### src/hw/rtl/sha512_pkg.sv
// Package with SHA-512 constants, types and a rotate helper function.
package sha512_pkg;

    localparam int WordWidth   = 64;
    localparam int BlockWords  = 16;
    localparam int HashWords   = 8;
    localparam int Rounds      = 80;

    typedef logic [WordWidth-1:0] word_t;
    typedef logic [3:0]           widx_t;
    typedef logic [6:0]           round_t;

    // Datapath commands from the controller.
    typedef struct packed {
        logic       load_word;    // write block word at widx
        logic [1:0] word_sel;     // source of the block word
        widx_t      widx;
        logic       add_bits;     // add input bit count
        logic       start;        // copy hash into working vars
        logic       round;        // run one round
        round_t     rnd;
        logic       finish;       // add working vars into hash
        logic       reset_hash;   // reload initial hash, clear length
        logic       shift_out;    // rotate hash for output
    } sha512_cmd_t;

    localparam logic [1:0] SelData = 2'd0;
    localparam logic [1:0] SelPad  = 2'd1;
    localparam logic [1:0] SelZero = 2'd2;
    localparam logic [1:0] SelLen  = 2'd3;

    localparam word_t InitHash [HashWords] = '{
        64'h6a09e667f3bcc908, 64'hbb67ae8584caa73b, 64'h3c6ef372fe94f82b,
        64'ha54ff53a5f1d36f1, 64'h510e527fade682d1, 64'h9b05688c2b3e6c1f,
        64'h1f83d9abfb41bd6b, 64'h5be0cd19137e2179
    };

    localparam word_t RoundK [Rounds] = '{
        64'h428a2f98d728ae22, 64'h7137449123ef65cd, 64'hb5c0fbcfec4d3b2f, 64'he9b5dba58189dbbc,
        64'h3956c25bf348b538, 64'h59f111f1b605d019, 64'h923f82a4af194f9b, 64'hab1c5ed5da6d8118,
        64'hd807aa98a3030242, 64'h12835b0145706fbe, 64'h243185be4ee4b28c, 64'h550c7dc3d5ffb4e2,
        64'h72be5d74f27b896f, 64'h80deb1fe3b1696b1, 64'h9bdc06a725c71235, 64'hc19bf174cf692694,
        64'he49b69c19ef14ad2, 64'hefbe4786384f25e3, 64'h0fc19dc68b8cd5b5, 64'h240ca1cc77ac9c65,
        64'h2de92c6f592b0275, 64'h4a7484aa6ea6e483, 64'h5cb0a9dcbd41fbd4, 64'h76f988da831153b5,
        64'h983e5152ee66dfab, 64'ha831c66d2db43210, 64'hb00327c898fb213f, 64'hbf597fc7beef0ee4,
        64'hc6e00bf33da88fc2, 64'hd5a79147930aa725, 64'h06ca6351e003826f, 64'h142929670a0e6e70,
        64'h27b70a8546d22ffc, 64'h2e1b21385c26c926, 64'h4d2c6dfc5ac42aed, 64'h53380d139d95b3df,
        64'h650a73548baf63de, 64'h766a0abb3c77b2a8, 64'h81c2c92e47edaee6, 64'h92722c851482353b,
        64'ha2bfe8a14cf10364, 64'ha81a664bbc423001, 64'hc24b8b70d0f89791, 64'hc76c51a30654be30,
        64'hd192e819d6ef5218, 64'hd69906245565a910, 64'hf40e35855771202a, 64'h106aa07032bbd1b8,
        64'h19a4c116b8d2d0c8, 64'h1e376c085141ab53, 64'h2748774cdf8eeb99, 64'h34b0bcb5e19b48a8,
        64'h391c0cb3c5c95a63, 64'h4ed8aa4ae3418acb, 64'h5b9cca4f7763e373, 64'h682e6ff3d6b2b8a3,
        64'h748f82ee5defb2fc, 64'h78a5636f43172f60, 64'h84c87814a1f0ab72, 64'h8cc702081a6439ec,
        64'h90befffa23631e28, 64'ha4506cebde82bde9, 64'hbef9a3f7b2c67915, 64'hc67178f2e372532b,
        64'hca273eceea26619c, 64'hd186b8c721c0c207, 64'heada7dd6cde0eb1e, 64'hf57d4f7fee6ed178,
        64'h06f067aa72176fba, 64'h0a637dc5a2c898a6, 64'h113f9804bef90dae, 64'h1b710b35131c471b,
        64'h28db77f523047d84, 64'h32caab7b40c72493, 64'h3c9ebe0a15c9bebc, 64'h431d67c49c100d4c,
        64'h4cc5d4becb3e42b6, 64'h597f299cfc657e2a, 64'h5fcb6fab3ad6faec, 64'h6c44198c4a475817
    };

    function automatic word_t rotr(input word_t x, input int n);
        rotr = (x >> n) | (x << (WordWidth - n));
    endfunction

endpackage

### src/hw/rtl/sha512_ctrl.sv
// Controller: input handshake, padding sequence, round counter and output.
module sha512_ctrl (
    input  logic                    clk,
    input  logic                    rst_n,
    input  logic                    in_valid,
    input  logic                    in_last,
    input  logic [3:0]              in_bytes,
    output logic                    in_ready,
    output logic [3:0]              nbytes,
    output logic                    out_valid,
    output logic                    out_last,
    input  logic                    out_ready,
    output sha512_pkg::sha512_cmd_t cmd
);
    import sha512_pkg::*;

    typedef enum logic [2:0] {
        S_IDLE, S_PAD, S_START, S_ROUND, S_FINISH, S_OUT
    } state_t;

    state_t     state_reg, state_next;
    widx_t      widx_reg, widx_next;
    round_t     rnd_reg, rnd_next;
    logic       pad_reg, pad_next;      // pad byte still owed
    logic       fin_reg, fin_next;      // in the closing sequence
    logic       lenpend_reg, lenpend_next; // length goes into this block
    logic [2:0] ocnt_reg, ocnt_next;
    logic       take;

    assign in_ready  = (state_reg == S_IDLE);
    assign take      = in_valid && in_ready;
    assign nbytes    = !in_last ? 4'd8 : (in_bytes > 4'd8 ? 4'd8 : in_bytes);
    assign out_valid = (state_reg == S_OUT);
    assign out_last  = (ocnt_reg == 3'd7);

    always_comb
    begin
        state_next   = state_reg;
        widx_next    = widx_reg;
        rnd_next     = rnd_reg;
        pad_next     = pad_reg;
        fin_next     = fin_reg;
        lenpend_next = lenpend_reg;
        ocnt_next    = ocnt_reg;
        cmd          = '0;
        cmd.widx     = widx_reg;
        cmd.rnd      = rnd_reg;
        unique case (state_reg)
            S_IDLE:
            begin
                if (take)
                begin
                    cmd.load_word = 1'b1;
                    cmd.word_sel  = SelData;
                    cmd.add_bits  = 1'b1;
                    widx_next     = widx_reg + 4'd1;
                    if (in_last)
                    begin
                        fin_next = 1'b1;
                        pad_next = (nbytes == 4'd8);
                        // The length needs the last two slots after the pad byte.
                        lenpend_next = (nbytes != 4'd8) && (widx_reg <= 4'd13);
                        state_next = (widx_reg == 4'd15) ? S_START : S_PAD;
                    end
                    else if (widx_reg == 4'd15)
                    begin
                        state_next = S_START;
                    end
                end
            end
            S_PAD:
            begin
                // Fill one slot per cycle: pad byte, zeros, then length.
                cmd.load_word = 1'b1;
                if (pad_reg)
                begin
                    cmd.word_sel = SelPad;
                    pad_next = 1'b0;
                    lenpend_next = (widx_reg <= 4'd13);
                end
                else if (widx_reg == 4'd15 && lenpend_reg)
                begin
                    cmd.word_sel = SelLen;
                end
                else
                begin
                    cmd.word_sel = SelZero;
                end
                widx_next = widx_reg + 4'd1;
                if (widx_reg == 4'd15)
                begin
                    state_next = S_START;
                end
            end
            S_START:
            begin
                cmd.start = 1'b1;
                rnd_next  = '0;
                state_next = S_ROUND;
            end
            S_ROUND:
            begin
                cmd.round = 1'b1;
                rnd_next  = rnd_reg + 7'd1;
                if (rnd_reg == 7'(Rounds - 1))
                begin
                    state_next = S_FINISH;
                end
            end
            S_FINISH:
            begin
                cmd.finish = 1'b1;
                if (!fin_reg)
                begin
                    state_next = S_IDLE;
                end
                else if (lenpend_reg && !pad_reg)
                begin
                    ocnt_next  = '0;
                    state_next = S_OUT;
                end
                else
                begin
                    // The length did not fit, so a fresh block carries it.
                    lenpend_next = 1'b1;
                    state_next   = S_PAD;
                end
            end
            S_OUT:
            begin
                if (out_ready)
                begin
                    cmd.shift_out = 1'b1;
                    ocnt_next = ocnt_reg + 3'd1;
                    if (ocnt_reg == 3'd7)
                    begin
                        cmd.reset_hash = 1'b1;
                        fin_next     = 1'b0;
                        lenpend_next = 1'b0;
                        widx_next    = '0;
                        state_next   = S_IDLE;
                    end
                end
            end
            default: state_next = S_IDLE;
        endcase
    end

    always_ff @(posedge clk or negedge rst_n)
    begin
        if (!rst_n)
        begin
            state_reg   <= S_IDLE;
            widx_reg    <= '0;
            rnd_reg     <= '0;
            pad_reg     <= 1'b0;
            fin_reg     <= 1'b0;
            lenpend_reg <= 1'b0;
            ocnt_reg    <= '0;
        end
        else
        begin
            state_reg   <= state_next;
            widx_reg    <= widx_next;
            rnd_reg     <= rnd_next;
            pad_reg     <= pad_next;
            fin_reg     <= fin_next;
            lenpend_reg <= lenpend_next;
            ocnt_reg    <= ocnt_next;
        end
    end

endmodule

### config.mk
export PLATFORM = sky130hd
export DESIGN_NAME = sha512_ctrl
export DESIGN_NICKNAME = d
export VERILOG_FILES = /design/src/hw/rtl/sha512_pkg.sv /design/src/hw/rtl/sha512_ctrl.sv
export SDC_FILE = /design/constraint.sdc
export NUM_CORES = 1
export LEC_CHECK = 0
export BUFFER_PORTS_ARGS = -buffer_cell sky130_fd_sc_hd__clkbuf_2
export CAP_MARGIN = 30
export CORE_UTILIZATION = 51
export CTS_CLUSTER_DIAMETER = 200
export CTS_CLUSTER_SIZE = 25
export DETAILED_ROUTE_END_ITERATION = 10
export GPL_ROUTABILITY_DRIVEN = 1
export PLACE_DENSITY = 0.78
export SLEW_MARGIN = 20
export SYNTH_ARGS = -nofsm -noshare
export SYNTH_HDL_FRONTEND = slang
export SYNTH_SLANG_ARGS = --single-unit
### constraint.sdc
create_clock -name clk -period 1.85 [get_ports clk]
set_input_delay 0.2775 -clock clk [delete_from_list [all_inputs] [get_ports clk]]
set_output_delay 0.2775 -clock clk [all_outputs]
set_load 0.02 [all_outputs]
## Yosys cells after proc, flatten, opt, wreduce, memory -nomap -nowiden

Cells that the tools add are included.

| storage, ports and cells | value |
|---|---|
| memories | 0 |
| input port bits | 9 |
| bits in latches | 0 |
| memory bits (read-only) | 0 |
| output and inout bits | 27 |
| memory bits (writable) | 0 |
| register bits | 20 |

| cells by class | value |
|---|---|
| multiply operators | 0 |
| shift-type cells | 0 |
| add/sub/neg operators | 3 |
| mux-type cells | 47 |
| reductions and logical operators | 18 |
| divide/modulo/power cells | 0 |
| bitwise gates (word level) | 0 |
| eq/ne operators | 19 |
| order comparisons | 2 |

Operators by type and width:

| kind | number |
|---|---|
| two-way mux 3 bit | 12 |
| two-way mux 4 bit | 5 |
| two-way mux 1 bit | 18 |
| case mux 3 bit (6 select lines) | 1 |
| case mux 7 bit (2 select lines) | 1 |
| != test 2 bit, second input constant | 6 |
| case mux 3 bit (2 select lines) | 2 |
| case mux 4 bit (3 select lines) | 1 |
| AND reduction 4 bit | 3 |
| == test 3 bit, second input constant | 3 |
| == test 4 bit, second input constant | 2 |
| two-way mux 2 bit | 4 |
| AND reduction 8 bit | 1 |
| nonzero test 2 bit | 4 |
| adder 7 x 1 -> 7 bit, second input constant | 1 |
| == test 7 bit, second input constant | 1 |
| == test 3 x 2 -> 1 bit, second input constant | 2 |
| != test 2 x 1 -> 1 bit, second input constant | 3 |
| AND reduction 5 bit | 1 |
| adder 4 x 1 -> 4 bit, second input constant | 1 |
| greater-than comparator 4 bit, second input constant | 1 |
| <= comparator 4 bit, second input constant | 1 |
| logical AND 1 bit | 4 |
| != test 4 bit, second input constant | 1 |
| 9 further kinds | 10 |

## Logic depth before layout (Yosys ltp)

Gate-level depths: netlist of run 1.

| depth | value |
|---|---|
| depth in word-level cells | 8 |
| gate-level depth with buffers | 7 |
| gate-level depth less buffers | 6 |

## Worst setup path before layout of run 1

No wires, ideal clock.

| path | value |
|---|---|
| path kind | reg2out |
| start | register state_reg[2] |
| end | output cmd[12] (netlist name) |
| setup slack | 0.144 ns |
| cell stages (with the launch flop) | 4 |
| required time | 1.572 ns |
| data arrival time | 1.428 ns |
| path through | dfrtp_1 -> buf_2 -> nor3_1 -> and2_1 |

RTL lines:

| element | RTL line | source |
|---|---|---|
| from (decl) | sha512_ctrl.sv:21 | `state_t state_reg, state_next;` |
| from (signal assigned) | sha512_ctrl.sv:163 | `state_reg <= state_next;` |
| to (decl) | sha512_ctrl.sv:13 | `output sha512_pkg::sha512_cmd_t cmd` |

==> metrics, run 1 <==
compound-gate portion of the synthesized area 0.201; worst path arrival time 1.55 ns; critical path startpoint category flop; number of global-route vias before repair 1130; worst setup path category reg -> out; residual overflow from global routing 0; Top Metal Used met4; area of the core region 2450 sq um; flip-flop and latch count after synthesis 20; number of clock sinks seen by CTS 20; Clk Latency, worst-skew pair 0.30 ns; final cell utilization of the core 0.667; hold path startpoint in_bytes[3]; Area Growth Syn to Fin 24.5%; Worst Hold Class in -> reg; depth of the worst register-to-register path 6; routed via count divided by cell count 5.71; Min-Delay Endpoint pad_reg$_DFFE_PN0P_; cell count of the worst hold path 3; multiplexer share of the synthesized area 0.0476; wire length per cell 14.3 microns; xor-xnor portion of the synthesized cell area 0.0133; Synthesized Nets 166; CP required 1.57 ns; H-tree level count 1; endpoint kind of the worst setup timing path primary output; ANT nets after route 0; All-Layer GR Usage 0.243; post-synthesis cell type count 39; max FFs per register 7; fin cells 221; count of final hold-check violations 0; result of the run finished clean; total via count in the routed design 1261; Max stage delay on crit path 0.52 ns; most common cell after layout, fill and taps aside sky130_fd_sc_hd__clkbuf_2; kind of cell with the highest combined delay on the critical path flip-flops; met3 routed wirelength 125 microns; Clock transition at path regs 0.12 ns; Initial Utilization 0.536; DRC violation count after routing 0; Primary FF master, synth sky130_fd_sc_hd__dfrtp_1; share of layout cells above drive strength 1 0.366; sequential fraction of the synthesis area 0.381; adder-cell area share of the yosys netlist 0.0571; half-perimeter wire length after placement 2.26 mm; metal1 wirelength 1.39 mm; max capacitance violation total 0; achievable clock frequency 547 MHz; Root Buffer Master sky130_fd_sc_hd__clkbuf_4; main combinational cell family by area after synthesis simple AND/OR/NAND/NOR gates; IR drop worst, VDD 1.12 mV; clock buffer depth 2; FF-to-FF Start ocnt_reg[1]$_DFFE_PN0P_; destination of the worst register-to-register timing path widx_reg[2]$_DFFE_PN0P_; EDFF count, synth 0; Placed Cells incl. Taps 212; clock tree from TritonCTS yes; buffer and inverter count on the worst path 2; horizontal die dimension 52.8 microns; setup repair after global routing missed its margin true; maximum number of pins on one net before global-route repair 21; Avg Inst Size Synth 8.71 sq um; slowest cell on the critical path sky130_fd_sc_hd__dfrtp_2; crit path cell chain buf_4, nor3_2, and2_1, clkbuf_2; First-pass DRT Iterations 4; synthesized instance count 151; global-route wire length before repair 4.94 mm; final number of max-transition violations 0; final-stage net count 207; portion of the clock cycle consumed by the worst path in the final layout 0.988; simple-gate share of the synthesized area 0.241; area of the mapped netlist 1320 sq um; count of antenna diodes in the layout 0; sum of negative setup slack 0 ns; measured slew at the worst slew-check pin 0.528 ns; async set-or-reset flop fraction in the synthesized netlist 1.00; count of endpoints failing setup in the final report 0; headroom to the max-slew limit 0.648; most frequent cells in the layout 34 x sky130_fd_sc_hd__clkbuf_2, 16 x sky130_fd_sc_hd__nand2_1, 15 x sky130_fd_sc_hd__dfrtp_1; num ports 36; site row count 18; post-detailed-routing wire length 3.15 mm; weighted congestion reported at the end of routability-driven placement 0.839; Die Outline Area 2790 sq um; clock skew 0.00250 ns; crit path max fanout 14; Detailed Route Iter0 Violations 30; leakage power figure 0.000773 uW; height of the die 52.8 microns; Total Power 1980 uW; Reg2Reg Setup Slack 0.17 ns; total number of yosys warnings 0; initial antenna violation count 0; number of port buffers 35; Inserted Clock Buffers 3; WL met2 1.58 mm; Final Critical Period 1.83 ns; ratio of total power to cell area 1210 nW/um^2
[kinds of logic after synthesis]
logic type               Yosys count
flip-flops                        20
buffers and inverters             17
XOR/XNOR                           2
adder cells (fa/ha/maj)            6
AND/OR/NAND/NOR                   59
AO/OA/AOI/OAI                     41
multiplexers                       6
[per-stage QoR]
stage	hold slack (ns)	cell area (sq um)	worst slack, ns
6_report	0.216	1640	0.0213
2_1_floorplan	-0.0181	1320	0.144
3_5_place_dp	0.277	1510	0.236
5_1_grt	0.211	1640	-0.0230
3_3_place_gp	0.268	1510	0.255
4_1_cts	0.206	1580	-0.0142
[how the worst max path moves through the flow]
stage	end	cells past startpoint	start
after floorplan	cmd[12]	3	state_reg[2]$_DFFE_PN0P_
after global placement	cmd[12]	4	state_reg[0]$_DFFE_PN0P_
after detailed placement	state_reg[0]$_DFFE_PN0P_	5	rnd_reg[0]$_DFFE_PN0P_
after CTS	cmd[19]	4	state_reg[1]$_DFFE_PN0P_
after global routing	cmd[12]	4	state_reg[0]$_DFFE_PN0P_
final	cmd[12]	4	state_reg[0]$_DFFE_PN0P_
[final cells by class]
cell class              instances  area [sq um]
well taps                      30          37.5
inverters                      10          41.3
fillers                       209           818
repair buffers                 43           244
flip-flops and latches         20           507
clock buffers                   4          36.3
multi-input cells             114           771
[per-layer routing]
metal / track usage / up-vias
li1: - / 611
met1: 0.302 / 598
met2: 0.414 / 46
met3: 0.0377 / 6
met4: 0.0965 / 0
met5: 0 / -
[tightest hold or removal path: cells and delay by family]
kind / cells / cell delay (ns)
buf+inv: 2 / 0.14
compound gates: 1 / 0.07
[synth_stat cells (4+ instances only)]
library cell	count	area (sq um)
sky130_fd_sc_hd__nor2_1	14	52.6
sky130_fd_sc_hd__nor2b_1	5	31.3
sky130_fd_sc_hd__nand2_1	16	60.1
sky130_fd_sc_hd__o21ai_0	13	65.1
sky130_fd_sc_hd__a21oi_1	8	40.0
sky130_fd_sc_hd__and2_1	5	31.3
sky130_fd_sc_hd__inv_1	8	30.0
sky130_fd_sc_hd__dfrtp_1	20	500
sky130_fd_sc_hd__a22o_1	4	35.0
sky130_fd_sc_hd__buf_2	6	30.0
sky130_fd_sc_hd__mux2i_1	4	40.0
sky130_fd_sc_hd__ha_1	6	75.1
sky130_fd_sc_hd__nand3_1	5	25.0
[repair_timing]
action                                 4_1_cts  5_1_grt
setup endpoints to repair                    4        8
resized for setup                            6       13
endpoints found under the hold margin       20        0
setup buffers                                1        3
pin swaps                                    0        1
hold buffers                                 1        0
[report_power, final]
| part | leakage [uW] | switching, uW | internal, uW |
|---|---|---|---|
| combinational | 0.000514 | 591 | 403 |
| sequential | 0.000238 | 173 | 557 |
| clock | 0.0000210 | 140 | 120 |
(Power assumes the default switching activity.)
==> inputs of run 2 (changes only) <==
==> constraint.sdc (replaced) <==
create_clock -name clk -period 1.85 [get_ports clk]
set_input_delay 0.0925 -clock clk [delete_from_list [all_inputs] [get_ports clk]]
set_output_delay 0.0925 -clock clk [all_outputs]
set_load 0.02 [all_outputs]
==> run 2 against run 1 <==
Clock-buffer cell count shrank 1. Design area is 3.4% lower. Setup slack better by 0.093 ns. Combinational power down 7.2%. Largest cell class unchanged. Non-clock buffer count fell by 3. Maximum frequency up 5.3%. Register-to-register slack better by 0.10 ns. Final cell count decreased by 1.4%. Clock power increased by 38%.
==> metrics, run 2 (synthesized netlist as in run 1, its figures left out) <==
residual overflow from global routing 0 (unchanged); Clk Latency, worst-skew pair 0.30 ns (about the same); sequential group share of total power 0.357 (-0.011); count of endpoints failing setup in the final report 0 (unchanged); num ports 36 (unchanged); max capacitance violation total 0 (unchanged); initial antenna violation count 0 (unchanged); WL met2 1.43 mm (-9.0%); share of total power in combinational logic 0.463 (-0.038); slowest cell on the critical path sky130_fd_sc_hd__dfrtp_1; clock share of power 0.181 (+0.050); number of global-route vias before repair 1106 (-2.1%); half-perimeter wire length after placement 2.17 mm (-3.9%); headroom to the max-slew limit 0.668 (+0.0195); ratio of total power to cell area 1260 nW/um^2 (+4.0%); global-route wire length before repair 4.82 mm (-2.5%); final number of max-transition violations 0 (unchanged); result of the run finished clean; First-pass DRT Iterations 4 (unchanged); crit path cell chain buf_4, and2_4, nand2_1, inv_2, and2_4, clkbuf_2; weighted congestion reported at the end of routability-driven placement 0.794 (-5.3%); post-detailed-routing wire length 2.91 mm (-7.7%); site row count 18 (unchanged); Final Critical Period 1.74 ns (-0.0925 ns); routed via count divided by cell count 5.62 (-1.4%); most frequent cells in the layout 35 x sky130_fd_sc_hd__clkbuf_2, 19 x sky130_fd_sc_hd__dfrtp_1, 16 x sky130_fd_sc_hd__nand2_1; Top cell by count, worst path sky130_fd_sc_hd__and2_4; register area 502 sq um (-0.99%); Clock transition at path regs 0.12 ns (about the same); Die Outline Area 2790 sq um (unchanged); net load switching power 858 uW (-5.1%); height of the die 52.8 microns (unchanged); Initial Utilization 0.536 (unchanged); worst setup path category reg -> out; portion of the clock cycle consumed by the worst path in the final layout 0.938 (-0.0500); count of final hold-check violations 0 (unchanged); IR drop worst, VDD 0.910 mV (-18%); Worst Hold Class in -> reg; fill cell count 220 (+5.3%); critical path startpoint category flop; measured slew at the worst slew-check pin 0.498 ns (-0.0293 ns); All-Layer GR Usage 0.238 (-0.00493); count of antenna diodes in the layout 0 (unchanged); CP required 1.76 ns (+0.19 ns); final-stage net count 204 (-1.4%); Inserted Clock Buffers 3 (unchanged); Area Growth Syn to Fin 20.2%; clock buffer depth 2 (unchanged); H-tree level count 1 (unchanged); Total Power 1990 uW (+0.38%); area of the core region 2450 sq um (unchanged); number of clock sinks seen by CTS 20 (unchanged); met3 routed wirelength 124 microns (-0.80%); Top Metal Used met4; sum of negative setup slack 0 ns (unchanged); max FFs per register 7 (unchanged); number of port buffers 35 (unchanged); crit path max fanout 10 (-4); Max stage delay on crit path 0.53 ns (about the same); setup fix buffers added after clock tree synthesis 0 (-1); horizontal die dimension 52.8 microns (unchanged); Sw Share 0.431 (-0.0248); maximum number of pins on one net before global-route repair 21 (unchanged); clock skew 0.00350 ns (+0.000997 ns); P_int 1130 uW (+5.0%); ANT nets after route 0 (unchanged); DRC violation count after routing 0 (unchanged); most common cell after layout, fill and taps aside sky130_fd_sc_hd__clkbuf_2; Root Buffer Master sky130_fd_sc_hd__clkbuf_4; share of layout cells above drive strength 1 0.287 (-0.0793); total via count in the routed design 1226 (-2.8%); worst path arrival time 1.64 ns (+0.09 ns); clock tree from TritonCTS yes; achievable clock frequency 576 MHz (+5.3%); endpoint kind of the worst setup timing path primary output; Detailed Route Iter0 Violations 28 (-6.7%); metal1 wirelength 1.33 mm (-4.4%); multi-input gate area in the final layout 736 sq um (-4.5%); wire length per cell 13.3 microns (-6.4%); leakage power figure 0.000766 uW (-0.93%); setup repair after global routing missed its margin false
-- run 2: layout make-up --
cell class                      count  share of cell area
Sequential cell                    20               0.317
Tap cell                           30              0.0238
Inverter                           10              0.0238
Clock buffer                        3              0.0143
Clock inverter                      1              0.0190
Timing Repair Buffer               40               0.136
Multi-Input combinational cell    114               0.466
-- run 2: metal layers --
layer,vias up,global-route usage
met5,-,0
met2,40,0.392
li1,605,-
met3,2,0.0261
met4,0,0.0921
met1,579,0.316
-- run 2: power by group through the flow --
stage               Sequential (uW)  Clock [uW]  Combinational (uW)
floorplan                       762           0                 602
global placement                710           0                 902
detailed placement              717           0                 921
CTS                             709         367                 926
global route                    736         386                1030
finish                          710         360                 922
-- run 2: worst max-delay path: cells and delay by family, from the launching register on --
| kind | cells | cell delay (ns) |
|---|---|---|
| DFF | 1 | 0.53 |
| buffers and inverters | 3 | 0.45 |
| and+or+nand+nor | 3 | 0.38 |
-- run 2: through the flow --
stage	setup WS [ns]	util	area (sq um)	std cells	hold slack [ns]
floorplan	0.177	-	1320	151	-0.203
global placement	0.330	0.618	1520	213	0.0863
detailed placement	0.293	0.618	1520	213	0.0860
CTS	0.0490	0.643	1580	218	0.0283
global route	0.0380	0.644	1580	218	0.0438
finish	0.114	0.644	1580	218	0.0379
-- run 2: path summary, 6_finish.rpt --
kind / from / to / slack, ns / depth (start not counted)
max: state_reg[0]$_DFFE_PN0P_ / cmd[1] / 0.11 / 6
min: in_bytes[3] / pad_reg$_DFFE_PN0P_ / 0.04 / 3
max reg2reg: ocnt_reg[0]$_DFFE_PN0P_ / widx_reg[3]$_DFFE_PN0P_ / 0.27 / 6
min reg2reg: ocnt_reg[0]$_DFFE_PN0P_ / ocnt_reg[0]$_DFFE_PN0P_ / 0.52 / 1
max in group asynchronous: rst_n / state_reg[2]$_DFFE_PN0P_ / 1.22 / 2
min in group asynchronous: rst_n / rnd_reg[5]$_DFFE_PN0P_ / 0.27 / 2
-- run 2: repair_timing --
item,in CTS,in global routing
endpoints found under the setup margin,0,1
hold endpoints to repair,20,0
hold buffers,1,0
gates resized for setup,0,1
